==> config.mk <==
export PLATFORM = sky130hd
export DESIGN_NAME = sha1_message_hasher_core
export DESIGN_NICKNAME = d
export VERILOG_FILES = /design/src/rtl/sha1mh_pkg.sv /design/src/rtl/sha1mh_datapath.sv /design/src/rtl/sha1mh_ctrl.sv /design/src/rtl/sha1_message_hasher_core.sv
export SDC_FILE = /design/constraint.sdc
export NUM_CORES = 2
export LEC_CHECK = 0
export BUFFER_PORTS_ARGS = -buffer_cell sky130_fd_sc_hd__buf_2
export CORE_ASPECT_RATIO = 1.2
export CORE_MARGIN = 5
export CORE_UTILIZATION = 60
export CTS_BUF_LIST = sky130_fd_sc_hd__clkbuf_16
export DETAILED_ROUTE_END_ITERATION = 10
export GPL_TIMING_DRIVEN = 0
export MAX_ROUTING_LAYER = met4
export PLACE_DENSITY = 0.77
export SYNTH_ARGS = -nofsm -noshare
export SYNTH_HDL_FRONTEND = slang
export SYNTH_SLANG_ARGS = --single-unit
==> constraint.sdc <==
create_clock -name clk -period 34.7 [get_ports clk]
set_clock_uncertainty 0.05 [all_clocks]
set_input_delay 6.94 -clock clk [delete_from_list [all_inputs] [get_ports clk]]
set_output_delay 6.94 -clock clk [all_outputs]
set_load 0.02 [all_outputs]
==> src/rtl/sha1mh_pkg.sv <==
// package with the types, constants and round functions of the sha-1 hasher
`timescale 1ns / 1ps
`default_nettype none
package sha1mh_pkg;

	localparam int unsigned ROUNDS = 80;
	localparam int unsigned WORDS  = 5;

	localparam logic [4:0][31:0] H_INIT = {
		32'hC3D2E1F0, 32'h10325476, 32'h98BADCFE, 32'hEFCDAB89, 32'h67452301
	};

	localparam logic [7:0] PAD_BYTE    = 8'h80;
	localparam logic [5:0] LEN_POS     = 6'd56;
	localparam logic [5:0] LAST_POS    = 6'd63;
	localparam logic [6:0] LAST_ROUND  = 7'd79;
	localparam logic [2:0] LAST_WORD   = 3'd4;
	localparam logic [2:0] LAST_LEN    = 3'd7;

	typedef enum logic [2:0] {
		S_IDLE,
		S_PAD,
		S_COMP,
		S_ADD,
		S_OUT
	} state_t;

	typedef enum logic [1:0] {
		BSEL_IN,
		BSEL_PAD,
		BSEL_ZERO,
		BSEL_LEN
	} byte_sel_t;

	typedef struct packed {
		logic      load_byte;
		byte_sel_t byte_sel;
		logic      count_byte;
		logic [2:0] len_idx;
		logic      round_start;
		logic      round_en;
		logic [6:0] round_idx;
		logic      add_en;
		logic      reinit;
		logic [2:0] out_idx;
	} cmd_t;

	typedef struct packed {
		logic pos_last;
		logic pos_at_len;
	} sts_t;

	function automatic logic [31:0] round_k(input logic [6:0] r);
		logic [31:0] k;
		if (r < 7'd20) begin
			k = 32'h5A827999;
		end else if (r < 7'd40) begin
			k = 32'h6ED9EBA1;
		end else if (r < 7'd60) begin
			k = 32'h8F1BBCDC;
		end else begin
			k = 32'hCA62C1D6;
		end
		return k;
	endfunction

	function automatic logic [31:0] round_f(input logic [6:0] r, input logic [31:0] b,
			input logic [31:0] c, input logic [31:0] d);
		logic [31:0] f;
		if (r < 7'd20) begin
			f = (b & c) | (~b & d);
		end else if (r < 7'd40) begin
			f = b ^ c ^ d;
		end else if (r < 7'd60) begin
			f = (b & c) | (b & d) | (c & d);
		end else begin
			f = b ^ c ^ d;
		end
		return f;
	endfunction

endpackage
`default_nettype wire

==> src/rtl/sha1mh_datapath.sv <==
// sha-1 datapath: message window, round registers, chaining words and counters
`timescale 1ns / 1ps
`default_nettype none
module sha1mh_datapath (
	input  wire logic              clk,
	input  wire logic              arst_n,
	input  wire sha1mh_pkg::cmd_t  cmd,
	input  wire logic [7:0]        message_byte,
	output sha1mh_pkg::sts_t       sts,
	output logic [31:0]            digest_word
);

	logic [4:0][31:0] h_q;
	logic [31:0]      a_q, b_q, c_q, d_q, e_q;
	logic [511:0]     win_q;
	logic [63:0]      bit_count_q;
	logic [5:0]       pos_q;

	logic [7:0]  byte_d;
	logic [5:0]  len_shift;
	logic [31:0] w0, w2, w8, w13, w_new, t_sum;

	assign len_shift = {~cmd.len_idx, 3'b000};

	always_comb begin
		case (cmd.byte_sel)
			sha1mh_pkg::BSEL_IN:   byte_d = message_byte;
			sha1mh_pkg::BSEL_PAD:  byte_d = sha1mh_pkg::PAD_BYTE;
			sha1mh_pkg::BSEL_LEN:  byte_d = bit_count_q[len_shift +: 8];
			default:               byte_d = 8'h00;
		endcase
	end

	assign w0    = win_q[511:480];
	assign w2    = win_q[447:416];
	assign w8    = win_q[255:224];
	assign w13   = win_q[95:64];
	assign w_new = {w0[30:0] ^ w2[30:0] ^ w8[30:0] ^ w13[30:0],
	                w0[31] ^ w2[31] ^ w8[31] ^ w13[31]};

	assign t_sum = {a_q[26:0], a_q[31:27]}
	             + sha1mh_pkg::round_f(cmd.round_idx, b_q, c_q, d_q)
	             + e_q + sha1mh_pkg::round_k(cmd.round_idx) + w0;

	assign sts.pos_last   = (pos_q == sha1mh_pkg::LAST_POS);
	assign sts.pos_at_len = (pos_q == sha1mh_pkg::LEN_POS);

	always_comb begin
		case (cmd.out_idx)
			3'd0:    digest_word = h_q[0];
			3'd1:    digest_word = h_q[1];
			3'd2:    digest_word = h_q[2];
			3'd3:    digest_word = h_q[3];
			3'd4:    digest_word = h_q[4];
			default: digest_word = 32'h0;
		endcase
	end

	always_ff @(posedge clk or negedge arst_n) begin
		if (!arst_n) begin
			h_q         <= sha1mh_pkg::H_INIT;
			bit_count_q <= 64'd0;
			pos_q       <= 6'd0;
		end else if (cmd.reinit) begin
			h_q         <= sha1mh_pkg::H_INIT;
			bit_count_q <= 64'd0;
			pos_q       <= 6'd0;
		end else begin
			if (cmd.load_byte) begin
				pos_q <= pos_q + 6'd1;
			end
			if (cmd.count_byte) begin
				bit_count_q <= bit_count_q + 64'd8;
			end
			if (cmd.add_en) begin
				h_q[0] <= h_q[0] + a_q;
				h_q[1] <= h_q[1] + b_q;
				h_q[2] <= h_q[2] + c_q;
				h_q[3] <= h_q[3] + d_q;
				h_q[4] <= h_q[4] + e_q;
			end
		end
	end

	// window and round registers carry payload only
	always_ff @(posedge clk) begin
		if (cmd.load_byte) begin
			win_q <= {win_q[503:0], byte_d};
		end else if (cmd.round_en) begin
			win_q <= {win_q[479:0], w_new};
		end
		if (cmd.round_start) begin
			a_q <= h_q[0];
			b_q <= h_q[1];
			c_q <= h_q[2];
			d_q <= h_q[3];
			e_q <= h_q[4];
		end else if (cmd.round_en) begin
			a_q <= t_sum;
			b_q <= a_q;
			c_q <= {b_q[1:0], b_q[31:2]};
			d_q <= c_q;
			e_q <= d_q;
		end
	end

endmodule
`default_nettype wire

==> src/rtl/sha1mh_ctrl.sv <==
// sha-1 controller: byte intake, padding sequence, round count and digest output
`timescale 1ns / 1ps
`default_nettype none
module sha1mh_ctrl (
	input  wire logic              clk,
	input  wire logic              arst_n,
	input  wire logic              in_valid,
	output logic                   in_ready,
	input  wire logic              byte_present,
	input  wire logic              end_of_message,
	output logic                   out_valid,
	input  wire logic              out_ready,
	output logic [2:0]             word_index,
	output logic                   last_word,
	input  wire sha1mh_pkg::sts_t  sts,
	output sha1mh_pkg::cmd_t       cmd
);

	sha1mh_pkg::state_t state_q, state_d, ret_q;
	logic [6:0] round_q;
	logic [2:0] len_cnt_q;
	logic [2:0] out_idx_q;
	logic       pad_first_q;
	logic       len_phase_q;

	logic in_xfer;
	logic len_active;
	logic out_done;

	assign in_xfer    = in_valid && (state_q == sha1mh_pkg::S_IDLE);
	assign len_active = len_phase_q || (!pad_first_q && sts.pos_at_len);
	assign out_done   = out_ready && (out_idx_q == sha1mh_pkg::LAST_WORD);

	always_comb begin
		state_d = state_q;
		unique case (state_q)
			sha1mh_pkg::S_IDLE: begin
				if (in_xfer) begin
					if (byte_present && sts.pos_last) begin
						state_d = sha1mh_pkg::S_COMP;
					end else if (end_of_message) begin
						state_d = sha1mh_pkg::S_PAD;
					end
				end
			end
			sha1mh_pkg::S_PAD: begin
				if (sts.pos_last) begin
					state_d = sha1mh_pkg::S_COMP;
				end
			end
			sha1mh_pkg::S_COMP: begin
				if (round_q == sha1mh_pkg::LAST_ROUND) begin
					state_d = sha1mh_pkg::S_ADD;
				end
			end
			sha1mh_pkg::S_ADD: begin
				state_d = ret_q;
			end
			sha1mh_pkg::S_OUT: begin
				if (out_done) begin
					state_d = sha1mh_pkg::S_IDLE;
				end
			end
			default: state_d = sha1mh_pkg::S_IDLE;
		endcase
	end

	always_comb begin
		in_ready        = 1'b0;
		out_valid       = 1'b0;
		cmd             = '0;
		cmd.byte_sel    = sha1mh_pkg::BSEL_IN;
		cmd.len_idx     = len_cnt_q;
		cmd.round_idx   = round_q;
		cmd.out_idx     = out_idx_q;
		unique case (state_q)
			sha1mh_pkg::S_IDLE: begin
				in_ready = 1'b1;
				if (in_xfer && byte_present) begin
					cmd.load_byte   = 1'b1;
					cmd.count_byte  = 1'b1;
					cmd.round_start = sts.pos_last;
				end
			end
			sha1mh_pkg::S_PAD: begin
				cmd.load_byte   = 1'b1;
				cmd.round_start = sts.pos_last;
				if (pad_first_q) begin
					cmd.byte_sel = sha1mh_pkg::BSEL_PAD;
				end else if (len_active) begin
					cmd.byte_sel = sha1mh_pkg::BSEL_LEN;
				end else begin
					cmd.byte_sel = sha1mh_pkg::BSEL_ZERO;
				end
			end
			sha1mh_pkg::S_COMP: begin
				cmd.round_en = 1'b1;
			end
			sha1mh_pkg::S_ADD: begin
				cmd.add_en = 1'b1;
			end
			sha1mh_pkg::S_OUT: begin
				out_valid  = 1'b1;
				cmd.reinit = out_done;
			end
			default: begin
				in_ready = 1'b0;
			end
		endcase
	end

	assign word_index = out_idx_q;
	assign last_word  = (out_idx_q == sha1mh_pkg::LAST_WORD);

	always_ff @(posedge clk or negedge arst_n) begin
		if (!arst_n) begin
			state_q     <= sha1mh_pkg::S_IDLE;
			ret_q       <= sha1mh_pkg::S_IDLE;
			round_q     <= 7'd0;
			len_cnt_q   <= 3'd0;
			out_idx_q   <= 3'd0;
			pad_first_q <= 1'b0;
			len_phase_q <= 1'b0;
		end else begin
			state_q <= state_d;
			if (state_q == sha1mh_pkg::S_IDLE && in_xfer) begin
				if (byte_present && sts.pos_last) begin
					ret_q <= end_of_message ? sha1mh_pkg::S_PAD : sha1mh_pkg::S_IDLE;
				end
				if (end_of_message) begin
					pad_first_q <= 1'b1;
					len_phase_q <= 1'b0;
					len_cnt_q   <= 3'd0;
				end
			end
			if (state_q == sha1mh_pkg::S_PAD) begin
				pad_first_q <= 1'b0;
				if (len_active) begin
					len_phase_q <= 1'b1;
					len_cnt_q   <= len_cnt_q + 3'd1;
				end
				if (sts.pos_last) begin
					ret_q <= len_active ? sha1mh_pkg::S_OUT : sha1mh_pkg::S_PAD;
				end
			end
			if (cmd.round_start) begin
				round_q <= 7'd0;
			end else if (state_q == sha1mh_pkg::S_COMP) begin
				round_q <= round_q + 7'd1;
			end
			if (state_q == sha1mh_pkg::S_ADD) begin
				out_idx_q <= 3'd0;
			end else if (state_q == sha1mh_pkg::S_OUT && out_ready) begin
				out_idx_q <= out_idx_q + 3'd1;
			end
		end
	end

	a_round_range: assert property (@(posedge clk) disable iff (!arst_n)
		state_q == sha1mh_pkg::S_COMP |-> round_q <= sha1mh_pkg::LAST_ROUND)
		else $error("round counter past last round");

	a_out_idx_range: assert property (@(posedge clk) disable iff (!arst_n)
		out_valid |-> out_idx_q <= sha1mh_pkg::LAST_WORD)
		else $error("digest word index out of range");

	a_no_overlap: assert property (@(posedge clk) disable iff (!arst_n)
		!(in_ready && out_valid))
		else $error("input taken while digest pending");

	a_add_return: assert property (@(posedge clk) disable iff (!arst_n)
		state_q == sha1mh_pkg::S_ADD |=> state_q == $past(ret_q))
		else $error("wrong state after block add");

	a_len_done: assert property (@(posedge clk) disable iff (!arst_n)
		state_q == sha1mh_pkg::S_ADD && ret_q == sha1mh_pkg::S_OUT |-> len_phase_q)
		else $error("digest output before length appended");

endmodule
`default_nettype wire

==> src/rtl/sha1_message_hasher_core.sv <==
// top level of the sha-1 message hasher: controller plus datapath
//
// channel   dir  handshake            payload
// input     in   in_valid/in_ready    byte_present, message_byte, end_of_message
// output    out  out_valid/out_ready  digest_word, word_index, last_word
//
// a full 64-byte block runs 80 rounds on the single round unit,
// followed by the chaining add
// an end mark appends 9 to 72 pad and length bytes and adds one or two blocks
// the digest leaves as five transfers, one per cycle when out_ready is high
// input is taken only in the idle state; a stalled output holds the digest word
// reset loads the initial chaining words and clears the bit count and byte position
`timescale 1ns / 1ps
`default_nettype none
module sha1_message_hasher_core (
	input  wire logic        clk,
	input  wire logic        arst_n,
	input  wire logic        in_valid,
	output logic             in_ready,
	input  wire logic        byte_present,
	input  wire logic [7:0]  message_byte,
	input  wire logic        end_of_message,
	output logic             out_valid,
	input  wire logic        out_ready,
	output logic [31:0]      digest_word,
	output logic [2:0]       word_index,
	output logic             last_word
);

	sha1mh_pkg::cmd_t cmd;
	sha1mh_pkg::sts_t sts;

	sha1mh_ctrl u_ctrl (
		.clk            (clk),
		.arst_n         (arst_n),
		.in_valid       (in_valid),
		.in_ready       (in_ready),
		.byte_present   (byte_present),
		.end_of_message (end_of_message),
		.out_valid      (out_valid),
		.out_ready      (out_ready),
		.word_index     (word_index),
		.last_word      (last_word),
		.sts            (sts),
		.cmd            (cmd)
	);

	sha1mh_datapath u_datapath (
		.clk          (clk),
		.arst_n       (arst_n),
		.cmd          (cmd),
		.message_byte (message_byte),
		.sts          (sts),
		.digest_word  (digest_word)
	);

endmodule
`default_nettype wire
* After elaboration in Yosys (flattened, before gate mapping) *
Cells that the tools add are included.

operators by class
  multiplexer cells = 67
  bitwise logic cells = 17
  reduce and logical (&&, ||, !) cells = 23
  order comparisons = 3
  equal/unequal tests = 18
  $add $sub $neg = 14
  shift-type cells = 1

operator list
  operator               count
  $mux 512               2
  $mux 32                15
  $mux 160               2
  $add 32x32->32         9
  $pmux 32 s5            1
  $and 32x32->32         4
  $mux 64                2
  $or 32x32->32          3
  $xor 31x31->31         3
  $add 64x4->64 const B  1
  $shiftx 64x7->8        1
  $xor 32x32->32         2
  $mux 3                 17
  $not 32->32            1
  $mux 31                1
  $pmux 8 s3             1
  $reduce_bool 2->1      9
  $mux 1                 17
  $pmux 3 s5             1
  $lt 7x6->1 const B     2
  $mux 7                 2
  $eq 3x2->1 const B     4
  $eq 6x6->1 const B     2
  $mux 6                 2
  22 further kinds       39

storage, ports and cells
  flip-flop bits (word level) = 923
  bits of input ports = 14
  logic and storage cells = 163
  output and inout bits = 38

* Depth between registers and ports, before layout *
  depth after elaboration = 12
  gate-level depth with buffers = 27
  depth with buffers taken out = 25

* Cells and area by module *
Synthesis repeated with hierarchy kept, for this count alone.

unflattened totals
  cell total of the unflattened synthesis = 4496
  area, all modules = 53839.1 sq um

modules (own cells, without submodules)
  module           instances  cells each  area an instance (sq um)
  sha1mh_datapath  1          4381        52701.8
  sha1mh_ctrl      1          115         1137.3

* Least setup slack after synthesis *
No wires, ideal clock.

  path kind = input -> register
  from = input port byte_present
  to = register u_datapath.win_q[0], enable pin
  data arrival time = 16249 ps
  setup time = 3688 ps
  stages = 6
  required time = 30962 ps
  buffers on the path = 2
  path slack = 14713 ps
  path through = nand2_1 > nor2_1 > nor2_1 > clkbuf_1 > clkbuf_1 > nand2_1

on the way
  longest elaborated chain between the ends = 4

RTL lines
  element                             RTL line                        RTL
  start, declared                     sha1_message_hasher_core.sv:20  input wire logic byte_present,
  $logic_and 1x1->1                   sha1mh_ctrl.sv:79               if (in_xfer && byte_present) begin
  $mux 1                              sha1mh_ctrl.sv:79
  $pmux 1 s2                          sha1mh_ctrl.sv:76               unique case (state_q)
  $reduce_bool 2->1 (no source line)  -
  end signal, assigned                sha1mh_datapath.sv:88           win_q <= {win_q[503:0], byte_d};
  end signal, assigned                sha1mh_datapath.sv:90           win_q <= {win_q[479:0], w_new};
  end, declared                       sha1mh_datapath.sv:15           logic [511:0] win_q;

Every way passes these cells.
A chain may end at the register's enable or synchronous reset.

* Final worst setup path *
  from = input port byte_present
  to = register u_datapath.c_q[8], enable pin

on the way
  longest elaborated chain between the ends = 4

RTL lines
  element                             RTL line                RTL
  $logic_and 1x1->1                   sha1mh_ctrl.sv:79
  $mux 1                              sha1mh_ctrl.sv:79
  $pmux 1 s2                          sha1mh_ctrl.sv:76
  $reduce_bool 2->1 (no source line)  -
  end signal, assigned                sha1mh_datapath.sv:95   c_q <= h_q[2];
  end signal, assigned                sha1mh_datapath.sv:101  c_q <= {b_q[1:0], b_q[31:2]};
  end, declared                       sha1mh_datapath.sv:14   logic [31:0] a_q, b_q, c_q, d_q, e_q;

Every way passes these cells.

==> out/qor.csv <==
stage;metric;value;unit
place;post-DP HPWL;138000;um
routing;Post-Route WL;179000;um
clocking;setup bufs post-CTS;0;
synthesis;Post-synth EDFFs;672;
worst_setup_path;CP max stage delay;950;ps
final_layout;layout cells sized above 1;5.68;%
clocking;CTS Root Cell;clkbuf_16;
sta;worst slew pin tran;1300;ps
worst_hold_path;hold depth;2;
worst_setup_path;Crit Path Class;input port to register;
synthesis;Seq cells post-synth;920;
final_layout;most common cell after layout, fill and taps aside;nand2_1;
worst_setup_path;type of origin of the critical path;input port;
place;RePlAce Congestion;1.08;
clocking;Clock Sinks;920;
die;core area;88000;um^2
routing;wire length per cell;25.3;um
worst_setup_path;worst reg2reg endpoint;u_datapath.a_q[30]$_DFFE_PP_;
worst_hold_path;worst hold path class;register to register;
synthesis;sequential share of the synthesized area;49.6;%
global_routing;gr ovfl total;0;
clocking;CTS max path bufs;3;
routing;drt first pass iters;6;
sta;crit path time final;10830;ps
routing;Via density;6.16;
final_layout;commonest cells after routing, fill and taps aside;nand2_1, edfxtp_1, o21ai_0;
worst_setup_path;critical path's top delay family;buffers and inverters;
worst_setup_path;FF-to-FF Start;u_ctrl.round_q[4]$_DFFE_PN0P_;
sta;final worst path period share;31.2;%
sta;RSZ-0062 raised after global routing;false;
die;DIE HEIGHT;337;um
routing;Initial DRC Count;4572;
global_routing;vias in the first global route;42900;
worst_setup_path;CP Data Arrival Time;11140;ps
worst_setup_path;worst reg2reg setup slack;25130;ps
die;Cell Rows;119;
worst_setup_path;R2R cell count;25;
global_routing;number of antenna violations at the first check in global routing;4;
synthesis;post-synth cell types;86;
synthesis;Most used DFF post-synth;edfxtp_1;
worst_setup_path;slowest CP cell;o21ai_1;
clocking;H-tree depth;3;
die;Initial Util;60.7;%
die;Die W;282;um
sta;count of endpoints failing setup in the final report;0;
status;outcome;finished clean;
clocking;CTS tree;built;
die;Die ar.;95100;um^2
place;port bufs;51;
worst_setup_path;Worst Path Max Fanout;57;
worst_setup_path;Buf+Inv Stages, Crit Path;5;
routing;vias after detailed routing;43400;
sta;slew margin rel.;13.2;%
clocking;clock slew at reported path FFs;60;ps
worst_setup_path;Setup crit end kind;register;
global_routing;first-pass GRT wire length;263000;um
routing;DR DRC count;0;
clocking;hold_buf cts;0;
clocking;post-CTS sizing;0;
sta;setup TNS;0;ps
sta;Fin. Hold Viols;0;
synthesis;synthesized net count;6022;
final_layout;layout net count;6185;
routing;Final ANT Viol Nets;0;
worst_hold_path;hold path endpoint;u_ctrl.ret_q[0]$_DFF_PN0_;
final_layout;Multi-input gate area;25200;um^2
sta;fmax;0.0923;GHz
final_layout;filler instances;7054;
global_routing;pin count of the biggest net entering global routing;94;
sta;Slew Limit Fails;0;
final_layout;Area Growth Syn to Fin;9.65;%
synthesis;Post-synth ARST share;27.0;%
synthesis;syn_area_per_cell;9.44;um^2
clocking;total CTS buffers;95;
worst_setup_path;WP data required;35000;ps
global_routing;Global Route Usage Sum;38.3;%
flow_run;Max Cap Violations;0;
clocking;clock insertion delay at the later pin of the skew report;700;ps
worst_setup_path;critical path cell sequence;buf_2 -> nand2_1 -> o21ai_1 -> nand2_1 -> clkbuf_1 -> clkbuf_1 -> nand2_4 -> buf_16 -> buf_12;
worst_hold_path;min-delay src;u_ctrl.ret_q[0]$_DFF_PN0_;
synthesis;mapped cell area;53400;um^2
synthesis;Synth Instances;5654;
synthesis;YS warnings;0;
final_layout;register area;26500;um^2
die;# IOs;52;
sequential cells by signal (all words and copies together) (netlist names):
signal,count
u_ctrl.round_q,7
u_datapath.c_q,32
u_datapath.b_q,32
u_datapath.pos_q,6
u_ctrl.ret_q,3
u_datapath.d_q,32
u_ctrl.state_q,3
u_datapath.win_q,512
u_ctrl.len_phase_q,1
u_ctrl.word_index,3
u_datapath.a_q,32
u_ctrl.len_cnt_q,3
u_datapath.h_q,160
u_datapath.e_q,32
u_ctrl.pad_first_q,1
u_datapath.bit_count_q,61
cells in the mapped netlist (33+ instances only):
master	instances	area [um^2]
nand2_1	2002	7510
edfxtp_1	672	20200
o21ai_0	284	1420
nor2_1	282	1060
a21oi_1	238	1190
clkbuf_1	238	893
ha_1	230	2880
inv_1	204	766
xnor2_1	183	1600
dfrtp_1	168	4200
xor2_1	127	1110
fa_1	124	2480
nand3_1	90	450
a21o_1	86	646
dfstp_2	80	2100
a22oi_1	54	405
nor3_1	51	255
nor2b_1	49	307
or3_1	34	213
nand2b_1	33	206
per-layer routing:
layer / global-route usage (%) / wire length (um)
met3: 5.59 / 13800
met4: 27.9 / 17300
met5: - / 0
met1: 43.2 / 62200
met2: 62.3 / 85400
logic make-up (layout without fill, tap and decap cells):
group,count (synthesis),count (layout),synth area share (%)
AND/OR/NAND/NOR,2659,2659,20.3
AO/OA/AOI/OAI,924,924,10.8
buffers and inverters,457,702,3.27
multiplexers,30,30,0.870
flip-flops,920,920,49.6
adder cells (fa/ha/maj),354,354,10.0
other,0,3,0
XOR/XNOR,310,310,5.09
how the worst max path moves through the flow:
| stage | endpoint | slack [ps] | startpoint | cells after the start |
|---|---|---|---|---|
| after floorplan | u_datapath.win_q[0]$_DFFE_PP_ | 14710 | byte_present | 6 |
| after global placement | u_datapath.win_q[318]$_DFFE_PP_ | 9230 | byte_present | 7 |
| after detailed placement | u_datapath.b_q[8]$_DFFE_PP_ | 23450 | byte_present | 9 |
| after CTS | digest_word[28] | 24030 | u_ctrl.word_index[2]$_DFFE_PN0P_ | 7 |
| after global routing | digest_word[29] | 24010 | u_ctrl.word_index[2]$_DFFE_PN0P_ | 7 |
| final | u_datapath.c_q[8]$_DFFE_PP_ | 23870 | byte_present | 9 |
final cells by class:
type,count,area share [%]
Antenna cell,3,0.0128
Buffer,252,1.67
Clock buffer,98,4.19
Clock inverter,81,1.04
Inverter,205,1.31
Multi-Input combinational cell,4277,43.0
Sequential cell,920,45.2
Tap cell,1149,2.46
Timing Repair Buffer,66,1.07
per-stage QoR:
step / cells / cell area [um^2] / hold slack (ps) / utilization, % / worst slack, ps
after floorplan: 5654 / 53400 / 390 / - / 14710
after global placement: 6854 / 55100 / 407 / 62.6 / 9230
after detailed placement: 6869 / 55500 / 413 / 63.0 / 23450
after CTS: 7048 / 58500 / 426 / 66.5 / 24030
after global routing: 7051 / 58500 / 453 / 66.5 / 24010
final: 7051 / 58500 / 428 / 66.5 / 23870
worst register-to-register path, stage by stage (launching register included):
cell      delay, ps
dfrtp_1         360
clkbuf_1        190
a41oi_1         620
inv_1           500
nor2_1          470
clkinv_1        470
nand2_1         610
clkbuf_1        650
nor2_1          110
nor2_1          390
fa_1            510
fa_1            490
inv_1            50
fa_1            520
inv_1            50
ha_1            280
a211oi_1        260
o21bai_1        160
a41oi_1         390
nor2_1          140
o41a_1          540
a221o_1         470
a311o_1         330
a31oi_1         210
xor2_1          290
o21ai_0         150
Power is not shown: default switching activity piles up to over one toggle a cycle in this logic, so the estimate is an artifact.
